## config.mk

```make
export PLATFORM = sky130hd
export DESIGN_NAME = particle_sensor_frame_parser_core
export DESIGN_NICKNAME = d
export VERILOG_FILES = /design/src/rtl/core/psfp_pkg.sv /design/src/rtl/core/particle_sensor_frame_parser_core.sv
export VERILOG_INCLUDE_DIRS = /design/src /design/src/rtl/core
export SDC_FILE = /design/constraint.sdc
export NUM_CORES = 1
export LEC_CHECK = 0
export BUFFER_PORTS_ARGS = -buffer_cell sky130_fd_sc_hd__buf_2
export CAP_MARGIN = 15
export CORE_MARGIN = 2
export CORE_UTILIZATION = 25
export CTS_CLUSTER_DIAMETER = 100
export DETAILED_ROUTE_END_ITERATION = 7
export PLACE_DENSITY = 0.35
export SLEW_MARGIN = 15
export SYNTH_ARGS = -nofsm -noshare
export SYNTH_HDL_FRONTEND = slang
export SYNTH_SLANG_ARGS = --single-unit
```

## constraint.sdc

```tcl
create_clock -name clk -period 3.1 [get_ports clk]
set_clock_uncertainty 0.2 [all_clocks]
set_input_delay 0.31 -clock clk [delete_from_list [all_inputs] [get_ports clk]]
set_output_delay 0.31 -clock clk [all_outputs]
set_load 0.005 [all_outputs]
```

## src/rtl/core/assert_macros.svh

```systemverilog
// ----------------------------------------------------------------------------
// Assertion macros
// Concurrent assertion wrappers shared by the RTL; empty when SYNTHESIS is set.
// ----------------------------------------------------------------------------
`ifndef ASSERT_MACROS_SVH
`define ASSERT_MACROS_SVH

`ifndef SYNTHESIS

// Check that prop holds at every rising edge outside reset.
`define ASSERT_PROP(lbl, clk, rstn, prop, msg) \
    lbl: assert property (@(posedge clk) disable iff (!rstn) (prop)) else $error(msg);

// Check that cond is never true at a rising edge outside reset.
`define ASSERT_NEVER(lbl, clk, rstn, cond, msg) \
    lbl: assert property (@(posedge clk) disable iff (!rstn) !(cond)) else $error(msg);

`else

`define ASSERT_PROP(lbl, clk, rstn, prop, msg)
`define ASSERT_NEVER(lbl, clk, rstn, cond, msg)

`endif

`endif

```

## src/rtl/core/psfp_pkg.sv

```systemverilog
// ----------------------------------------------------------------------------
// Particle sensor frame parser package
// Frame geometry, register reset value and controller state type.
// ----------------------------------------------------------------------------
package psfp_pkg;

    // Bytes in one frame, start byte and checksum pair included (8 to 64).
    localparam int FRAME_BYTES = 32;
    // Measurement words emitted per frame.
    localparam int MEAS_WORDS  = 12;

    localparam int ADDR_W = $clog2(FRAME_BYTES);
    // Wide enough for any word byte position and for FRAME_BYTES itself.
    localparam int POS_W  = 7;
    localparam int WIDX_W = 4;

    localparam logic [7:0] START_BYTE_RESET = 8'h42;

    // First byte of the frame length word and of the first measurement word.
    localparam int FLEN_POS  = 2;
    localparam int WORD0_POS = 4;

    typedef enum logic [2:0] {
        ST_HUNT,
        ST_COLLECT,
        ST_READ_HI,
        ST_READ_LO,
        ST_SHOW
    } state_t;

endpackage

```

## src/rtl/core/particle_sensor_frame_parser_core.sv

```systemverilog
// ----------------------------------------------------------------------------
// Particle sensor frame parser core
// Hunts for the start byte, stores a frame, checks its sum, emits twelve words.
// ----------------------------------------------------------------------------
// Takes one serial byte per cycle while hunting or collecting a frame. Bytes
// other than start_byte are dropped while hunting; the matching byte opens a
// frame of FRAME_BYTES bytes that is written into the frame store, while the
// byte sum, the length word and the checksum high byte are kept in registers.
// After the last byte the block reads the twelve measurement words back
// through the store's single read port, two reads per word (READ_HI, then
// READ_LO), and holds each result in SHOW until out_ready is high; in_ready
// is low for that whole readout.
`include "assert_macros.svh"

module particle_sensor_frame_parser_core
    import psfp_pkg::*;
(
    input  logic                clk,
    input  logic                rst_n,

    input  logic                cfg_wr_en,
    input  logic [7:0]          cfg_wr_data,

    input  logic                in_valid,
    output logic                in_ready,
    input  logic [7:0]          rx_byte,

    output logic                out_valid,
    input  logic                out_ready,
    output logic [WIDX_W-1:0]   word_index,
    output logic [15:0]         word_value,
    output logic [15:0]         frame_length,
    output logic                checksum_ok,
    output logic                is_last
);

    localparam logic [ADDR_W-1:0] POS_LAST     = ADDR_W'(FRAME_BYTES - 1);
    localparam logic [ADDR_W-1:0] POS_CHK_HI   = ADDR_W'(FRAME_BYTES - 2);
    localparam logic [ADDR_W-1:0] POS_FLEN_HI  = ADDR_W'(FLEN_POS);
    localparam logic [ADDR_W-1:0] POS_FLEN_LO  = ADDR_W'(FLEN_POS + 1);
    localparam logic [POS_W-1:0]  DATA_END     = POS_W'(FRAME_BYTES - 2);
    localparam logic [WIDX_W-1:0] WIDX_LAST    = WIDX_W'(MEAS_WORDS - 1);

    state_t              state_reg, state_next;
    logic [7:0]          start_byte_reg;
    logic [ADDR_W-1:0]   pos_reg, pos_next;
    logic [15:0]         sum_reg, sum_next;
    logic [WIDX_W-1:0]   widx_reg, widx_next;

    logic [7:0]          flen_hi_reg, flen_lo_reg;
    logic [7:0]          chk_hi_reg;
    logic                ok_reg;
    logic [7:0]          hi_byte_reg;

    logic [7:0]          frame_store [FRAME_BYTES];
    logic [7:0]          rd_data_reg;
    logic                rd_en;
    logic [ADDR_W-1:0]   rd_addr;
    logic                wr_en;

    logic                in_fire, out_fire, start_hit;
    logic [POS_W-1:0]    hi_pos, lo_pos;

    assign in_fire   = in_valid && in_ready;
    assign out_fire  = out_valid && out_ready;
    assign start_hit = (rx_byte == start_byte_reg);

    assign hi_pos = POS_W'({widx_reg, 1'b0}) + POS_W'(WORD0_POS);
    assign lo_pos = hi_pos + POS_W'(1);

    // Next state
    always_comb
    begin
        state_next = state_reg;
        unique case (state_reg)
            ST_HUNT:
                if (in_fire && start_hit)
                    state_next = ST_COLLECT;
            ST_COLLECT:
                if (in_fire && pos_reg == POS_LAST)
                    state_next = ST_READ_HI;
            ST_READ_HI:
                state_next = ST_READ_LO;
            ST_READ_LO:
                state_next = ST_SHOW;
            ST_SHOW:
                if (out_ready)
                    state_next = (widx_reg == WIDX_LAST) ? ST_HUNT : ST_READ_HI;
            default:
                state_next = ST_HUNT;
        endcase
    end

    // Controller outputs
    always_comb
    begin
        in_ready  = 1'b0;
        out_valid = 1'b0;
        rd_en     = 1'b0;
        rd_addr   = hi_pos[ADDR_W-1:0];
        unique case (state_reg)
            ST_HUNT, ST_COLLECT:
                in_ready = 1'b1;
            ST_READ_HI:
                rd_en = 1'b1;
            ST_READ_LO:
            begin
                rd_en   = 1'b1;
                rd_addr = lo_pos[ADDR_W-1:0];
            end
            ST_SHOW:
                out_valid = 1'b1;
            default:
                in_ready = 1'b0;
        endcase
    end

    // Byte position, running sum and word index
    always_comb
    begin
        pos_next  = pos_reg;
        sum_next  = sum_reg;
        widx_next = widx_reg;
        wr_en     = 1'b0;
        if (in_fire)
        begin
            if (state_reg == ST_HUNT)
            begin
                if (start_hit)
                begin
                    wr_en    = 1'b1;
                    pos_next = ADDR_W'(1);
                    sum_next = {8'h00, rx_byte};
                end
            end
            else
            begin
                wr_en = 1'b1;
                if (pos_reg == POS_LAST)
                begin
                    pos_next = '0;
                    sum_next = '0;
                end
                else
                begin
                    pos_next = pos_reg + ADDR_W'(1);
                    // The checksum pair stays out of the sum.
                    if (pos_reg < POS_CHK_HI)
                        sum_next = sum_reg + {8'h00, rx_byte};
                end
            end
        end
        if (out_fire)
            widx_next = (widx_reg == WIDX_LAST) ? '0 : widx_reg + WIDX_W'(1);
    end

    always_ff @(posedge clk or negedge rst_n)
    begin
        if (!rst_n)
        begin
            state_reg      <= ST_HUNT;
            start_byte_reg <= START_BYTE_RESET;
            pos_reg        <= '0;
            sum_reg        <= '0;
            widx_reg       <= '0;
        end
        else
        begin
            state_reg <= state_next;
            pos_reg   <= pos_next;
            sum_reg   <= sum_next;
            widx_reg  <= widx_next;
            if (cfg_wr_en)
                start_byte_reg <= cfg_wr_data;
        end
    end

    // Frame header, checksum and readout holding registers
    always_ff @(posedge clk)
    begin
        if (in_fire && state_reg == ST_COLLECT)
        begin
            if (pos_reg == POS_FLEN_HI)
                flen_hi_reg <= rx_byte;
            if (pos_reg == POS_FLEN_LO)
                flen_lo_reg <= rx_byte;
            if (pos_reg == POS_CHK_HI)
                chk_hi_reg <= rx_byte;
            if (pos_reg == POS_LAST)
                ok_reg <= (sum_reg == {chk_hi_reg, rx_byte});
        end
        // High byte read returns while the low byte read is issued.
        if (state_reg == ST_READ_LO)
            hi_byte_reg <= rd_data_reg;
    end

    // Frame store: one write port, one registered read port
    always_ff @(posedge clk)
    begin
        if (wr_en)
            frame_store[pos_reg] <= rx_byte;
        if (rd_en)
            rd_data_reg <= frame_store[rd_addr];
    end

    // Bytes at or past the checksum pair read as zero.
    assign word_value   = {(hi_pos < DATA_END) ? hi_byte_reg : 8'h00,
                           (lo_pos < DATA_END) ? rd_data_reg : 8'h00};
    assign word_index   = widx_reg;
    assign frame_length = {flen_hi_reg, flen_lo_reg};
    assign checksum_ok  = ok_reg;
    assign is_last      = (widx_reg == WIDX_LAST);

    `ASSERT_NEVER(a_no_in_during_out, clk, rst_n, in_ready && out_valid, "input open during readout")
    `ASSERT_PROP(a_last_byte_starts_read, clk, rst_n, (in_fire && state_reg == ST_COLLECT && pos_reg == POS_LAST) |=> (state_reg == ST_READ_HI && widx_reg == '0 && pos_reg == '0), "final byte did not start readout")
    `ASSERT_PROP(a_word_advance, clk, rst_n, (out_fire && !is_last) |=> (widx_reg == $past(widx_reg) + WIDX_W'(1) && state_reg == ST_READ_HI), "word index did not advance")
    `ASSERT_PROP(a_last_beat_hunts, clk, rst_n, (out_fire && is_last) |=> (state_reg == ST_HUNT && pos_reg == '0 && sum_reg == '0), "last beat did not return to hunting")

endmodule

```

==> run metrics <==
WS Path Type=input port to flip-flop; max-slew violation count=0; Placed Cells=1535; outcome=completed; clock network latency to the later pin of the worst-skew pair=560 ps; Peak VDD IR=0.0003287 V; Rows=85; Setup crit end kind=flip-flop; Leakage=5.636 nW; initial DRC count=482; Ys Warns=0; Max Cap Viol=0; Clock Tree Root=clkbuf_16; final worst path period need=2936 ps; Worst slew margin=32.80%; DR vias=7411; critical path arrival=3210 ps; Clock transition at path regs=50 ps; library cells used by synthesis=52; CTS tree=yes; CP max FO=6; post-synth top area share=65.11%; FF+latch count, synth=333; Layout area overhead=22.94%; DRT Pass-1 Iters=6; Mapped Area=13700 µm²; die width=238.1 µm; CTS Buf Count=40; setup violators final=0; initial core utilization=25.35%; setup slack, reg-to-reg=240 ps; sequential area share after synthesis=71.71%; GR Util All Layers=13.79%; Clock Tree Buf Depth=3; Post-synth ARST share=10.81%; largest net degree at the start of global routing=56; Top FF cell, synth=edfxtp_1; clock sink count=333; most common cell after layout, fill and taps aside=edfxtp_1; Antenna Nets Post-Route=0; cell accounting for the most synthesized area=edfxtp_1; Max Clock Freq=0.3406 GHz; GP Congestion=0.7622; RSZ-0062 raised after global routing=no; EDFF count, synth=297; # IOs=61; vias per cell=4.549; Die Span Y=238.1 µm; die area=56670 µm²; most frequent cells in the layout=edfxtp_1 (297), mux4_2 (80), buf_4 (62); CTS H-Tree Depth=2; Core ar.=54030 µm²; DRC viols=0; grt total ovfl=0; setup bufs post-CTS=0; Synth Area per Inst=18.41 µm²; max reg flops=256; power density cells=702.9 nW/µm²; vias in the first global route=7907; Net Count, Synth=783; buffers added on ports=60; Setup TNS=0 ps; Post-layout nets=944; share of layout cells above drive strength 1=31.08%; final hold vios=0; Worst-Margin Slew=1001 ps; Post-Synthesis Cells=744; crit share post-route=94.72%; Post-Layout Cell Count=1629; Wirelength per Cell=23.49 µm; Setup crit start kind=input port; initial antenna violation count=0; Routed WL=38.26 mm; top cells by area, synth=edfxtp_1 (65%), mux4_2 (13%), dfrtp_1 (6.2%), ha_1 (1.6%), nor2_1 (1.3%); first-pass GRT wire length=56.16 mm; Detailed Place HPWL=26.09 mm; Critical Path RT=3370 ps; Inserted Diodes=0; Min-Delay Path Class=input port to flip-flop
==> cell families (layout without fill, tap and decap cells) <==
| logic type | Yosys count | after routing | share of synthesized area [%] |
|---|---|---|---|
| XOR/XNOR | 20 | 20 | 1.279 |
| AO/OA/AOI/OAI | 62 | 62 | 2.896 |
| flip-flops | 333 | 333 | 71.71 |
| multiplexers | 104 | 104 | 15.04 |
| AND/OR/NAND/NOR | 164 | 164 | 5.874 |
| adder cells (fa/ha/maj) | 18 | 18 | 1.699 |
| buffers and inverters | 43 | 232 | 1.507 |
==> worst max-delay path, stage by stage <==
cell and delay, ps:
dlygate4sd3_1 570, buf_2 210, ha_1 400, a21oi_1 140, a2111oi_0 710, nor3_1 270, nor4b_1 370, mux2i_1 220
==> metal layers <==
metal	vias to the layer above	track usage (%)	part of all wire (%)
met2	181	23.15	49
met3	51	2.915	5.0
li1	3304	-	-
met5	-	0	0
met4	0	3.636	2.0
met1	3875	18.16	44
==> cell usage after synthesis, types with 3 or more instances <==
cell	n
nand4_1	3
nand2_1	43
buf_6	5
buf_2	3
and2_1	17
o21bai_1	7
nand3b_1	3
nor4_1	10
nor2_1	49
xor2_1	12
and3_1	8
xnor2_1	8
inv_1	8
a31oi_1	3
o21ai_1	4
or3_1	4
edfxtp_1	297
a21o_1	4
o31ai_1	3
mux2_2	14
o21ai_0	16
dfrtp_1	34
mux2i_1	10
a21oi_1	12
nand3_1	7
mux4_2	80
nor3_1	8
ha_1	17
clkbuf_1	22
==> worst paths after layout <==
path | endpoint | from | cells past startpoint
worst max-delay path | sum_reg[11] | rx_byte[2] | 8
worst min-delay path | sum_reg[0] | rx_byte[0] | 3
worst max register to register | rd_data_reg[6] | state_reg[2] | 6
worst min register to register | hi_byte_reg[3] | rd_data_reg[3] | 0
max in group asynchronous | word_index[0] | rst_n | 2
min in group asynchronous | start_byte_reg[4] | rst_n | 2
==> per-stage QoR <==
step	instance area (µm²)	hold WS [ps]	worst slack [ps]	power (mW)	util (%)
after global placement	15310	232.9	172.5	7.315	28.33
after detailed placement	15310	237.3	162.8	7.337	28.33
after global routing	16840	40.86	105.1	12.39	31.17
after CTS	16820	4.362	38.04	12.03	31.13
after floorplan	13700	-185.6	295.5	6.591	-
final	16840	16.58	163.7	11.84	31.17
==> cell type report <==
| type | instances | area, µm² |
|---|---|---|
| inverter | 10 | 37.54 |
| clock buffer | 48 | 1052 |
| multi-input combinational | 368 | 3710 |
| timing repair buffer | 152 | 1126 |
| tap | 696 | 870.8 |
| clock inverter | 22 | 219.0 |
| fill | 5292 | 37190 |
| sequential | 333 | 9823 |
==> where the power goes <==
group	leakage (nW)	total, mW	internal, mW	switching (mW)
combinational	1.89	1.83	0.750	1.08
clock	0.622	4.59	2.75	1.84
sequential	3.12	5.42	5.22	0.192
total	5.64	11.8	8.73	3.11
==> repair_timing <==
| action | in CTS | in global routing |
|---|---|---|
| hold endpoints to repair | 59 | 0 |
| resized for setup | 0 | 3 |
| endpoints found under the setup margin | 0 | 15 |
| hold buffers | 24 | 0 |
Power figures use the tool's default switching activity.
